==> src/sv/lsfb_ram.sv <==
`default_nettype none
// ----------------------------------------------------------------------------
// lsfb_ram
// Generic single write port, single read port RAM with registered read data.
// ----------------------------------------------------------------------------
module lsfb_ram #(
   parameter int WIDTH = 48,
   parameter int DEPTH = 32
) (
   input  wire logic                     clock,
   input  wire logic                     wr_en,
   input  wire logic [$clog2(DEPTH)-1:0] wr_addr,
   input  wire logic [WIDTH-1:0]         wr_data,
   input  wire logic [$clog2(DEPTH)-1:0] rd_addr,
   output logic      [WIDTH-1:0]         rd_data
);

   logic [WIDTH-1:0] mem_ff [DEPTH];

   always_ff @(posedge clock) begin
      if (wr_en) begin
         mem_ff[wr_addr] <= wr_data;
      end
      rd_data <= mem_ff[rd_addr];
   end

endmodule
`default_nettype wire

==> config.mk <==
export PLATFORM = sky130hd
export DESIGN_NAME = lsfb_ram
export DESIGN_NICKNAME = d
export VERILOG_FILES = /design/src/sv/lsfb_ram.sv
export SDC_FILE = /design/constraint.sdc
export NUM_CORES = 1
export LEC_CHECK = 0
export ABC_AREA = 1
export BUFFER_PORTS_ARGS = -buffer_cell sky130_fd_sc_hd__buf_2
export CELL_PAD_IN_SITES_DETAIL_PLACEMENT = 1
export CELL_PAD_IN_SITES_GLOBAL_PLACEMENT = 2
export CORE_AREA = 2 2 382 384
export CTS_CLUSTER_DIAMETER = 50
export DETAILED_ROUTE_END_ITERATION = 10
export DIE_AREA = 0 0 384 386
export GPL_TIMING_DRIVEN = 0
export PLACE_DENSITY = 0.85
export REMOVE_ABC_BUFFERS = 1
export SKIP_LAST_GASP = 1
export SLEW_MARGIN = 10
export SYNTH_ARGS = -nofsm -noshare
export SYNTH_HDL_FRONTEND = slang
export SYNTH_SLANG_ARGS = --single-unit
==> constraint.sdc <==
create_clock -name clock -period 4.2 [get_ports clock]
set_input_delay 0.21 -clock clock [delete_from_list [all_inputs] [get_ports clock]]
set_output_delay 0.21 -clock clock [all_outputs]
set_load 0.01 [all_outputs]
Word level (Yosys, flattened, before mapping)
Memories as Yosys holds them, arrays and structs flattened. A register that Yosys moved wholly into a read port is not among the register bits.
Cells that the tools add are included.
- flip-flop bits (word level): 0
- bits in latches: 0
- memory bits (writable): 1536
- bits in read-only memories: 0
- input bits: 60
- output and inout bits: 48
- word-level logic and storage cells: 3
- memories kept: 1
- $add $sub $neg: 0
- multiply operators: 0
- divide/modulo/power cells: 0
- magnitude comparators: 0
- eq/ne operators: 0
- shift operators: 0
- muxes and demuxes: 2
- bitwise operators: 0
- reductions and logical operators: 0
- memories (name ; words ; width ; read ports ; clocked after memory_dff ; wr ports ; RTL line ; RTL):
    mem_ff ; 32 ; 48 ; 1 ; 1 ; 1 ; 18 ; logic [WIDTH-1:0] mem_ff [DEPTH];
- operators by type and width (cell ; number):
    $mux W1 ; 2

Longest topological paths before layout
- depth after elaboration: 2
- depth in mapped cells: 13
- depth with buffers taken out: 9

Worst setup path after synthesis
OpenSTA, ideal clock, no wires.
- path kind: in2reg
- from: in wr_addr[0]
- to: mem mem_ff[0][0], enable pin
- library setup time: 0.454 ns
- arrival time: 2.526 ns
- required time: 3.746 ns
- setup slack: 1.220 ns
- stages: 3
- path buffers: 0
- cells stage by stage: inv_1 > nand3_1 > nor2_1
- RTL lines (item ; RTL line ; RTL):
    start: declaration ; 12 ; input wire logic [$clog2(DEPTH)-1:0] wr_addr,
    end: declaration ; 18 ;
No word-level cell before the write port.

==> impl_metrics.tcl <==
set metrics [dict create \
    status "finished clean" \
    critical-path-top-delay-family "buffers and inverters" \
    numCtsBuffers 174 \
    cts_tree "done" \
    grt-ovfl-total 0 \
    path_clk_slew_ns 0.06 \
    final_antenna_net_count 0 \
    nNetsFinal 5472 \
    startpoint "rd_addr[0]" \
    synth_cells 5279 \
    gr-usage-all-layers_pct 25.9 \
    critical_path.max_stage_delay_ns 0.43 \
    top_usage_layer "met2" \
    cts.htree.levels 4 \
    grt_use_met2_pct 43.3 \
    powerDensity_nw_per_um2 475 \
    skew_ns 0.0248 \
    yosys-top-cells-area "edfxtp_1, nand2_1, nand3_1" \
    slowest_stage "buf_16" \
    path_buf_inv 7 \
    yosysSeqAreaShare_pct 74.8 \
    drt_iter0_drc 4066 \
    crit_chain "buf_8, buf_16, buf_16, inv_8, buf_16, buf_16, buf_16, nand2_1, nand3_1, nand3_1, nand2_1, nand2_1, nand2_1, nand2_1, nand2_1" \
    leakagePower_nw 26.9 \
    peakVddDrop_mv 0.362 \
    ys_seq_elements 1584 \
    grt_start_max_net_pins 134 \
    path_common_cell "nand2_1" \
    fp-row-count 140 \
    met3_usage_pct 3.75 \
    gr-usage-met1_pct 34.9 \
    synth_top_area_share_pct 73.3 \
    drc 0 \
    vias_per_cell 5.69 \
    grt_pass1_wl_mm 283 \
    wl_per_cell_microns 25.6 \
    worstPathArrival_ns 3.91 \
    drt-total-wl_mm 192 \
    area_growth_syn_to_layout_pct 17.1 \
    die_y_microns 386 \
    rsz0062_at_grt "no" \
    post-cts-setup-buffer-count 0 \
    final_cells 7474 \
    synth_cell_types 14 \
    hold_start "rd_addr[1]" \
    r2r_start "mem_ff[15][29]" \
    worstMarginPinSlew_ns 1.02 \
    grt_pass1_vias 44000 \
    place.gp.congestion 0.688 \
    max_freq_ghz 0.312 \
    start_util_pct 43.6 \
    ctsRootBufferMaster "clkbuf_16" \
    layout-drive-gt1-share_pct 9.43 \
    period_needed_ns 3.21 \
    worstSkewPairLatency_ns 0.80 \
    ys_warn_count 0 \
    post_cts_resize_count 0 \
    dieArea_sq_um 148000 \
    critPathKind "in -> reg" \
    slew_violations 0 \
    syn_area_per_cell_sq_um 11.9 \
    port_buffers 107 \
    dp_hpwl_mm 108 \
    cp.required_ns 4.91 \
    finalHoldViolCount 0 \
    period_share_pct 76.3 \
    cp_max_fo 131 \
    io_pins 108 \
    setup_viol 0 \
    clock_sinks 1584 \
    dpl.cell_count 7103 \
    num_vias 42500 \
    firstDrtPassIters 6 \
    slew_headroom_pct 32.1 \
    drv_cap 0 \
    nFillCells 14700 \
    end_kind "flop" \
    synth_top_area_cell "edfxtp_1" \
    antenna_found_initial 7 \
    holdWs_ns 0.0543 \
    hold_path.class "in -> reg" \
    core_area_sq_um 145000 \
    clk_path_buf_depth 3 \
    synth_area_sq_um 63000 \
    final_util_pct 51.0 \
    die_w_microns 384 \
    startpoint_type "input port" \
]
==> path summary, 6_finish.rpt <==
path	end	slack, ns	cells past startpoint
worst max register to register	rd_data[29]	2.88	8
worst min register to register	rd_data[3]	0.76	8
worst max-delay path	rd_data[12]	0.99	15
worst min-delay path	rd_data[3]	0.05	8
==> cell families after synthesis <==
kind of cell	count (synthesis)	share of synthesized area [%]
AND/OR/NAND/NOR	3356	22.3
flip-flops	1584	74.8
buffers and inverters	339	2.90
==> cells in the final DEF, fill, tap and decap left out <==
cell           netlist  layout
dlygate4sd3_1        0      50
buf_12               0      58
inv_4                0       1
diode_2              0       2
buf_8                1       4
clkinv_2             0      30
nand2_1           2160    2160
bufinv_16            0      17
clkbuf_1            77      35
inv_1                7       5
clkinvlp_4           0       8
clkinv_8             0       1
buf_4               39       1
buf_2              162     102
nor2_4               0      32
clkbuf_16            0     182
edfxtp_1          1536    1536
clkinv_4             0       2
inv_8                0       6
buf_16               0      71
dfxtp_1             48      48
inv_6                0       8
clkinv_1             1      33
clkbuf_8             0       1
nand3_1           1164    1164
==> cell type report <==
cell class	instances	area [sq um]	area share, %
clock buffers	218	4700	6.38
diodes	2	5.00	0.00679
flip-flops and latches	1584	47100	63.9
repair buffers	286	4190	5.69
inverters	10	67.6	0.0917
multi-input cells	3356	14300	19.4
well taps	1917	2400	3.25
clock inverters	101	973	1.32
==> metal layers <==
metal / routed length [microns] / vias to the layer above
met5: 15 / -
met4: 5500 / 2
met3: 12100 / 377
met2: 93800 / 1499
met1: 80200 / 21900
li1: - / 18700
==> per-stage QoR <==
stage	setup WS [ns]	power (mW)	instance area [sq um]	setup TNS (ns)
3_5_place_dp	0.0936	20.0	67500	0
3_3_place_gp	-50.74	20.1	64100	-6722.23
6_report	0.994	35.0	73700	0
5_1_grt	0.733	36.0	73700	0
4_1_cts	0.912	35.2	73700	0
2_1_floorplan	-2.50	19.0	61200	-119.30
==> registers in the layout (all words and copies together) (netlist names) <==
| name | flops |
|---|---|
| rd_data | 48 |
| mem_ff | 1536 |
==> power by group <==
group          switching [mW]  leakage (nW)  internal [mW]
Combinational            1.53          9.89          0.586
Sequential             0.0647          14.2           17.6
Clock                    6.30          2.77           8.97
==> cells in the mapped netlist <==
cell type / n
inv_1: 7
nand3_1: 1164
buf_4: 39
edfxtp_1: 1536
clkbuf_1: 77
dfxtp_1: 48
nand2_1: 2160
buf_1: 24
buf_6: 26
nor2_1: 32
buf_8: 1
buf_2: 162
inv_2: 2
clkinv_1: 1
==> tightest hold or removal path, stage by stage <==
cell and delay (ns):
buf_8 0.16, nand3_1 0.11, nand3_1 0.06, nand2_1 0.06, nand2_1 0.04, nand2_1 0.05
nand2_1 0.04, nand2_1 0.05
==> what timing repair did <==
action                                   CTS  global route
hold buffers                              50             0
endpoints found under the setup margin     0             0
hold endpoints to repair                1571             0
(Power assumes the default switching activity.)
