`config.mk`:
```
export PLATFORM = sky130hd
export DESIGN_NAME = lsfb_chi2_unit
export DESIGN_NICKNAME = d
export VERILOG_FILES = /design/src/sv/lsfb_pkg.sv /design/src/sv/lsfb_chi2_unit.sv
export SDC_FILE = /design/constraint.sdc
export NUM_CORES = 2
export LEC_CHECK = 0
export BUFFER_PORTS_ARGS = -buffer_cell sky130_fd_sc_hd__buf_2
export CAP_MARGIN = 30
export CORE_MARGIN = 3
export CORE_UTILIZATION = 30
export DETAILED_ROUTE_END_ITERATION = 6
export GPL_ROUTABILITY_DRIVEN = 0
export PLACE_DENSITY = 0.47
export RECOVER_POWER = 25
export SLEW_MARGIN = 25
export SYNTH_ARGS = -nofsm -noshare
export SYNTH_HDL_FRONTEND = slang
export SYNTH_SLANG_ARGS = --single-unit
```
`constraint.sdc`:
```
create_clock -name clock -period 20.6 [get_ports clock]
set_input_delay 4.12 -clock clock [delete_from_list [all_inputs] [get_ports clock]]
set_output_delay 4.12 -clock clock [all_outputs]
set_load 0.005 [all_outputs]
```
`src/sv/lsfb_pkg.sv`:
```
`default_nettype none
// ----------------------------------------------------------------------------
// lsfb_pkg
// Types and constants shared by the line slope fit blocks.
// ----------------------------------------------------------------------------
package lsfb_pkg;

   // Configuration register indexes.
   localparam logic [2:0] CSR_LINE_OFFSET    = 3'd0;
   localparam logic [2:0] CSR_SLOPE_LOWER    = 3'd1;
   localparam logic [2:0] CSR_SLOPE_UPPER    = 3'd2;
   localparam logic [2:0] CSR_SLOPE_STEP     = 3'd3;
   localparam logic [2:0] CSR_MAX_ITERATIONS = 3'd4;

   // Register reset values.
   localparam logic signed [23:0] RST_LINE_OFFSET    = 24'sd40960;
   localparam logic signed [23:0] RST_SLOPE_LOWER    = 24'sd8192;
   localparam logic signed [23:0] RST_SLOPE_UPPER    = 24'sd32768;
   localparam logic [12:0]        RST_SLOPE_STEP     = 13'd4;
   localparam logic [7:0]         RST_MAX_ITERATIONS = 8'd100;

   // Evaluation phases of one bisection iteration.
   localparam logic [1:0] PHASE_LO      = 2'd0;
   localparam logic [1:0] PHASE_LO_STEP = 2'd1;
   localparam logic [1:0] PHASE_MID     = 2'd2;
   localparam logic [1:0] PHASE_MID_STEP = 2'd3;

   // Residual saturation limits, +-(2^31-1).
   localparam logic signed [39:0] RESID_HI = 40'sd2147483647;
   localparam logic signed [39:0] RESID_LO = -40'sd2147483647;
   localparam logic signed [31:0] RESID_CAP_POS = 32'sh7FFF_FFFF;
   localparam logic signed [31:0] RESID_CAP_NEG = 32'sh8000_0001;

   // Request to the residual sum unit.
   typedef struct packed {
      logic               start;
      logic signed [24:0] slope;
      logic signed [23:0] offset;
   } chi2_ctrl_type;

   // Status back from the residual sum unit.
   typedef struct packed {
      logic        done;
      logic [63:0] sum;
   } chi2_stat_type;

endpackage
`default_nettype wire

```
`src/sv/lsfb_chi2_unit.sv`:
```
`default_nettype none
// ----------------------------------------------------------------------------
// lsfb_chi2_unit
// Pipelined sum of saturated squared residuals over the stored points.
// ----------------------------------------------------------------------------
module lsfb_chi2_unit #(
   parameter int MAX_POINTS = 32
) (
   input  wire logic                              clock,
   input  wire logic                              reset,
   input  wire lsfb_pkg::chi2_ctrl_type           ctrl,
   input  wire logic [$clog2(MAX_POINTS+1)-1:0]   count,
   output logic      [$clog2(MAX_POINTS)-1:0]     rd_addr,
   input  wire logic [47:0]                       rd_data,
   output lsfb_pkg::chi2_stat_type                stat
);

   localparam int AW = $clog2(MAX_POINTS);
   localparam int CW = $clog2(MAX_POINTS + 1);

   logic              busy_ff, busy_in;
   logic              done_ff, done_in;
   logic [CW-1:0]     issue_ff, issue_in;
   logic [CW-1:0]     count_ff, count_in;
   logic              v1_ff, v2_ff, v3_ff, v4_ff;
   logic              issuing;
   logic signed [24:0] slope_ff, slope_in;
   logic signed [23:0] offset_ff, offset_in;
   logic signed [48:0] prod_ff, prod_in;
   logic signed [23:0] pos_ff, pos_in;
   logic signed [31:0] resid_ff, resid_in;
   logic [61:0]        sq_ff, sq_in;
   logic [63:0]        acc_ff, acc_in;
   logic signed [23:0] rd_time, rd_pos;
   logic signed [36:0] scaled;
   logic signed [39:0] pred_w, resid_w;
   logic signed [63:0] sq_full;
   logic [64:0]        sum_w;

   assign issuing = busy_ff && (issue_ff < count_ff);
   assign rd_addr = issue_ff[AW-1:0];
   assign rd_time = $signed(rd_data[23:0]);
   assign rd_pos  = $signed(rd_data[47:24]);

   always_comb begin
      busy_in   = busy_ff;
      issue_in  = issue_ff;
      count_in  = count_ff;
      slope_in  = slope_ff;
      offset_in = offset_ff;
      done_in   = 1'b0;
      if (ctrl.start) begin
         busy_in   = 1'b1;
         issue_in  = '0;
         count_in  = count;
         slope_in  = ctrl.slope;
         offset_in = ctrl.offset;
      end else if (issuing) begin
         issue_in = issue_ff + CW'(1);
      end else if (busy_ff && !(v1_ff || v2_ff || v3_ff || v4_ff)) begin
         busy_in = 1'b0;
         done_in = 1'b1;
      end

      // Product of slope and time, then floor to Q12.12.
      prod_in  = slope_ff * rd_time;
      pos_in   = rd_pos;

      scaled   = $signed(prod_ff[48:12]);
      pred_w   = scaled + offset_ff;
      resid_w  = pos_ff - pred_w;
      if (resid_w > lsfb_pkg::RESID_HI) begin
         resid_in = lsfb_pkg::RESID_CAP_POS;
      end else if (resid_w < lsfb_pkg::RESID_LO) begin
         resid_in = lsfb_pkg::RESID_CAP_NEG;
      end else begin
         resid_in = resid_w[31:0];
      end

      sq_full = resid_ff * resid_ff;
      sq_in   = sq_full[61:0];

      // The accumulator saturates at all ones.
      sum_w = {1'b0, acc_ff} + 65'(sq_ff);
      if (ctrl.start) begin
         acc_in = '0;
      end else if (v4_ff) begin
         acc_in = sum_w[64] ? '1 : sum_w[63:0];
      end else begin
         acc_in = acc_ff;
      end
   end

   always_ff @(posedge clock) begin
      if (reset) begin
         busy_ff  <= 1'b0;
         done_ff  <= 1'b0;
         issue_ff <= '0;
         count_ff <= '0;
         v1_ff    <= 1'b0;
         v2_ff    <= 1'b0;
         v3_ff    <= 1'b0;
         v4_ff    <= 1'b0;
         acc_ff   <= '0;
      end else begin
         busy_ff  <= busy_in;
         done_ff  <= done_in;
         issue_ff <= issue_in;
         count_ff <= count_in;
         v1_ff    <= issuing && !ctrl.start;
         v2_ff    <= v1_ff;
         v3_ff    <= v2_ff;
         v4_ff    <= v3_ff;
         acc_ff   <= acc_in;
      end
      slope_ff  <= slope_in;
      offset_ff <= offset_in;
      prod_ff   <= prod_in;
      pos_ff    <= pos_in;
      resid_ff  <= resid_in;
      sq_ff     <= sq_in;
   end

   assign stat.done = done_ff;
   assign stat.sum  = acc_ff;

`ifndef SYNTHESIS
   a_start_idle: assert property (@(posedge clock) disable iff (reset)
      ctrl.start |-> !busy_ff)
      else $error("residual sum started while busy");
   a_done_pulse: assert property (@(posedge clock) disable iff (reset)
      done_ff |=> !done_ff)
      else $error("done held for more than one cycle");
   a_acc_busy: assert property (@(posedge clock) disable iff (reset)
      v4_ff |-> busy_ff && !done_ff)
      else $error("accumulate outside a running sum");
`endif

endmodule
`default_nettype wire
```
; Word level (Yosys, flattened, before mapping)
; Cells that the tools add are included.
[classes]
n_addsub = 4
n_mul = 2
n_lt_le_gt_ge = 3
eq_ne = 1
n_mux = 6
n_reduce_logical = 13
[ops]
columns = operator, n
row1 = $add A64 B62 Y65, 1
row2 = $mux W64, 1
row3 = $mul A32 B32 Y62, 1
row4 = $mul A25 B24 Y49, 1
row5 = $gt A39 B32 Y1 const B, 1
row6 = $lt A39 B32 Y1 const B, 1
row7 = $sub A24 B38 Y39, 1
row8 = $add A37 B24 Y38, 1
row9 = $mux W32, 1
row10 = $add A6 B1 Y6 const B, 1
row11 = $lt A6 B6 Y1, 1
row12 = $mux W1, 4
row13 = $reduce_or A2 Y1, 2
row14 = $logic_and A1 B1 Y1, 3
row15 = $logic_or A1 B1 Y1, 3
row16 = $reduce_or A3 Y1, 1
row17 = $logic_not A1 Y1, 2
row18 = $ne A2 B2 Y1 const B, 1
row19 = $reduce_and A2 Y1, 1
row20 = $reduce_bool A2 Y1, 1
[totals]
register_bits = 298
in_bits = 106
output_inout_bits = 70
word_cells = 45

; Logic depth before layout (Yosys ltp)
[logic_depth]
depth_word = 8
depth_mapped = 30
depth_no_buf = 27

; Worst setup path after synthesis
; OpenSTA, ideal clock, no wires.
[synth_path]
path_kind = input to register
startpoint = input port rd_data[5]
endpoint = register prod_ff[48]
setup_ns = 0.072
arrival_ns = 10.686
t_required_ns = 20.528
slack_ns = 9.842
stages = 24
path_buffers = 2
path_cell_list = clkbuf_1 -> clkbuf_1 -> nand2_1 -> fa_1 -> fa_1 -> inv_1 -> fa_1 -> inv_1 -> fa_1 -> fa_1 -> fa_1 -> fa_1 -> inv_1 -> ha_1 -> a21o_1 -> a21oi_1 -> nor2_1 -> nor2_1 -> nor2_1 -> a211oi_1 -> o21a_1 -> o21ai_0 -> o41ai_1 -> xnor2_1
[synth_between]
elab_chain_len = 1
[synth_lines]
columns = element, line
row1 = from (decl), lsfb_chi2_unit.sv:14  ; input wire logic [47:0] rd_data,
row2 = $mul A25 B24 Y49, lsfb_chi2_unit.sv:66  ; prod_in = slope_ff * rd_time;
row3 = net prod_in[48], lsfb_chi2_unit.sv:29  ; logic signed [48:0] prod_ff, prod_in;
row4 = to (signal assigned), lsfb_chi2_unit.sv:118  ; prod_ff <= prod_in;
row5 = to (decl), lsfb_chi2_unit.sv:29
; The timed path passes the listed nets, and every way through them passes these cells.
; A chain may end at the register's enable or synchronous reset.

; Worst setup path after layout
[layout_path]
startpoint = input port rd_data[0]
endpoint = register prod_ff[48]
; Same word-level chain as after synthesis.

==> metrics.md <==
| Metric | Value |
|---|---|
| Crit path launch type | input pin |
| Final wirelength | 202000 µm |
| Cells after synthesis | slightly above 7000 |
| Fin crit period | 11130 ps |
| PortBufs | 175 |
| Clk_lat worst skew | 660 ps |
| Avg Cell Area, Syn | 9.48 µm² |
| Synth warn | 0 |
| Nets | 9325 |
| Root buf cell | clkbuf_16 |
| Crit-path max cell delay | 890 ps |
| Hold path cells | 1 |
| Mapped Nets | 9303 |
| Max-cap violations | 3 |
| EDFF count, synth | 49 |
| Max-slew violation count | 100 |
| Sequential fraction of the synthesis area | 0.0919 |
| CTS Buf Count | 37 |
| Hold/Removal Path Class | reg -> reg |
| First-pass GRT wire length | 315000 µm |
| DRC | 0 |
| Req. time, crit path | 21130 ps |
| Cts hold-fix bufs | 0 |
| TNS Setup | 0 ps |
| Slew @ Worst Pin | about 3000 ps |
| Non-filler cells, final | 10100 |
| Worst Path Max Fanout | 24 |
| Layout cells sized above 1 | 0.0472 |
| DRT iter0 DRCs | 2597 |
| Worst setup path class | in -> reg |
| Final hold viol count | 0 |
| Placed cell count | 10100 |
| Clk buf depth | 3 |
| Post-route ant nets | 0 |
| Hold Path Sink | v4_ff |
| Clk_skew | 61.3 ps |
| Initial antenna violation count | 8 |
| Initial Util | 0.303 |
| H-tree depth | 2 |
| Library cells used by synthesis | 81 |
| CP max-delay cell | fa_1 |
| Number of global-route vias before repair | 52500 |
| Synthesized flop and latch total | 285 |
| Final setup fails | 0 |
| Top FF cell, synth | dfxtp_1 |
| Hold_sp | v3_ff |
| P&R area growth vs syn | 8.12% |
| Setup Fix Bufs, Post-CTS | 0 |
| First-pass DRT Iterations | 5 |
| Buffers and inverters on the worst path | 7 |
| Routed WL per cell | between 15 and 20 µm |
| Fmax | 89.9 MHz |
| Core Area | 223000 µm² |
| # fillers | 23300 |
| Reg2reg path depth | 27 |
| Clk sinks | 285 |
| Mean number of vias per cell | around 4.7 |
| R2r startpoint | resid_ff[0] |
| Commonest cells after routing, fill and taps aside | 1735 x inv_1, 1647 x fa_1, 787 x nand2_1 |
| Most used cell along the critical path | fa_1 |
| Critical path capture point type | register |
| CTS tree | done |
| Grt total ovfl | 0 |
| Headroom to the max-slew limit | -1.01 |
| Largest net degree at the start of global routing | 68 |
| Num rows | between 150 and 200 |
| Status | complete, but fails checks |
| Post-synthesis cell area | around 67000 µm² |
| GRT Total Usage | 0.178 |
| Critical-path cell list | buf_2 -> nand2_1 -> inv_1 -> fa_1 -> inv_1 -> fa_1 -> inv_1 -> fa_1 -> inv_1 -> fa_1 -> fa_1 -> fa_1 -> fa_1 -> inv_1 -> ha_1 -> nand3_1 -> inv_1 -> and3_1 -> o311ai_0 -> a21boi_0 -> o21a_1 -> o21ai_0 -> o41ai_1 -> xnor2_1 |
| Reg2reg setup slack | 9820 ps |
| Post-synth ARST share | 0 |
| Total number of vias | 47200 |
| Die height | 480 µm |
| Most common cell after layout, fill and taps aside | inv_1 |
| Post-cts sizing count | 0 |
| DP HPWL | 161000 µm |
| Unrepaired setup endpoints after global routing | false |
| Violated checks | capacitance limit, slew limit |
| Worst reg2reg path endpoint | sq_ff[59] |
| Io pins | 176 |
| Crit path DAT | 11660 ps |
| DIE AREA | around 230000 µm² |
| Chip Width | 480 µm |
| Worst-path clk slew | 50 ps |
| Top Family by Delay on Critical Path | adder cells |
| Final period util | 0.540 |
synth_stat cells (6+ instances only):
cell type / count / share of area
a21oi_1: 246 / 0.018
a211oi_1: 27 / 0.0030
o2111ai_1: 8 / 0.0010
xnor2_1: 151 / 0.020
and4_1: 6 / 0.00078
nor2b_1: 42 / 0.0039
o211ai_1: 23 / 0.0026
nand2b_1: 47 / 0.0044
nor3_1: 41 / 0.0030
a21boi_0: 12 / 0.0013
or4_1: 6 / 0.00067
xor2_1: 71 / 0.0092
dfxtp_1: 236 / 0.070
and2_1: 405 / 0.038
a31o_2: 7 / 0.00091
clkbuf_1: 254 / 0.014
o221a_2: 6 / 0.0010
mux2i_1: 11 / 0.0016
o31ai_1: 7 / 0.00078
or3_1: 11 / 0.0010
o21a_1: 27 / 0.0030
a21o_1: 91 / 0.010
inv_1: 1736 / 0.097
nor2_1: 212 / 0.012
edfxtp_1: 49 / 0.022
o21ai_0: 165 / 0.012
nand3_1: 65 / 0.0048
and3_1: 28 / 0.0026
a2111oi_0: 6 / 0.00078
buf_4: 7 / 0.00078
nand2_1: 787 / 0.044
a31oi_1: 23 / 0.0021
clkinv_1: 7 / 0.00039
nand4_1: 60 / 0.0056
or2_2: 10 / 0.00093
a221oi_1: 6 / 0.00078
buf_1: 6 / 0.00033
ha_1: 435 / 0.081
fa_1: 1647 / 0.49
nand3b_1: 7 / 0.00078
nor4_1: 9 / 0.00083
o21bai_1: 26 / 0.0029
state kept, by name, summed over array words and instances, names as in the netlist, 6 cells and up:
| register | count |
|---|---|
| acc_ff | 64 |
| count_ff | 6 |
| issue_ff | 6 |
| offset_ff | 24 |
| pos_ff | 24 |
| prod_ff | 37 |
| resid_ff | 32 |
| slope_ff | 25 |
| sq_ff | 61 |
cells by family (layout without fill, tap and decap cells):
| kind of cell | count (synthesis) | in the layout | share of synthesized area |
|---|---|---|---|
| muxes | 16 | 16 | 0.00247 |
| DFF | 285 | 285 | 0.0919 |
| xor gates and xnor gates | 222 | 222 | 0.0288 |
| other | 0 | 1 | 0 |
| AOI/OAI and AO/OA | 742 | 742 | 0.0698 |
| and+or+nand+nor | 1751 | 1751 | 0.125 |
| adders and majority gates | 2082 | 2082 | 0.570 |
| buffers and inverters | 2017 | 2066 | 0.113 |
metal layers:
| layer | track usage | wire length, µm | vias up |
|---|---|---|---|
| li1 | - | - | 21400 |
| met1 | 0.241 | 89600 | 24500 |
| met2 | 0.304 | 98000 | 1077 |
| met3 | 0.0233 | 9730 | 191 |
| met4 | 0.0385 | 4630 | 4 |
| met5 | 0 | 16 | - |
area by class of cell:
class                      count  area (µm²)  area share
antenna                        1        2.50   0.0000343
clock buffer                  43         990      0.0136
clock inverter                23         328     0.00450
inverter                    1745        6550      0.0898
multi-input combinational   4813       53700       0.736
sequential                   285        6200      0.0850
tap                         2975        3720      0.0510
timing repair buffer         255        1470      0.0201
per-stage QoR:
stage	cell area, µm²	hold WS (ps)	worst slack, ps	utilization
after floorplan	67400	350	9840	-
after global placement	71600	449	8780	0.321
after detailed placement	71600	449	8730	0.321
after CTS	72900	457	9370	0.327
after global routing	72900	476	8870	0.327
final	72900	457	9470	0.327
how the worst max path moves through the flow:
stage	endpoint	cells past startpoint	slack [ps]	from
6_report	prod_ff[48]	24	9470	rd_data[0]
2_1_floorplan	prod_ff[48]	24	9840	rd_data[5]
3_5_place_dp	prod_ff[48]	24	8730	rd_data[0]
3_3_place_gp	prod_ff[48]	24	8780	rd_data[0]
5_1_grt	prod_ff[48]	24	8870	rd_data[0]
4_1_cts	prod_ff[48]	24	9370	rd_data[0]
Power is left out: the tool's default activity adds up to more than one toggle a clock period on the data nets, which glitch-free logic cannot reach.
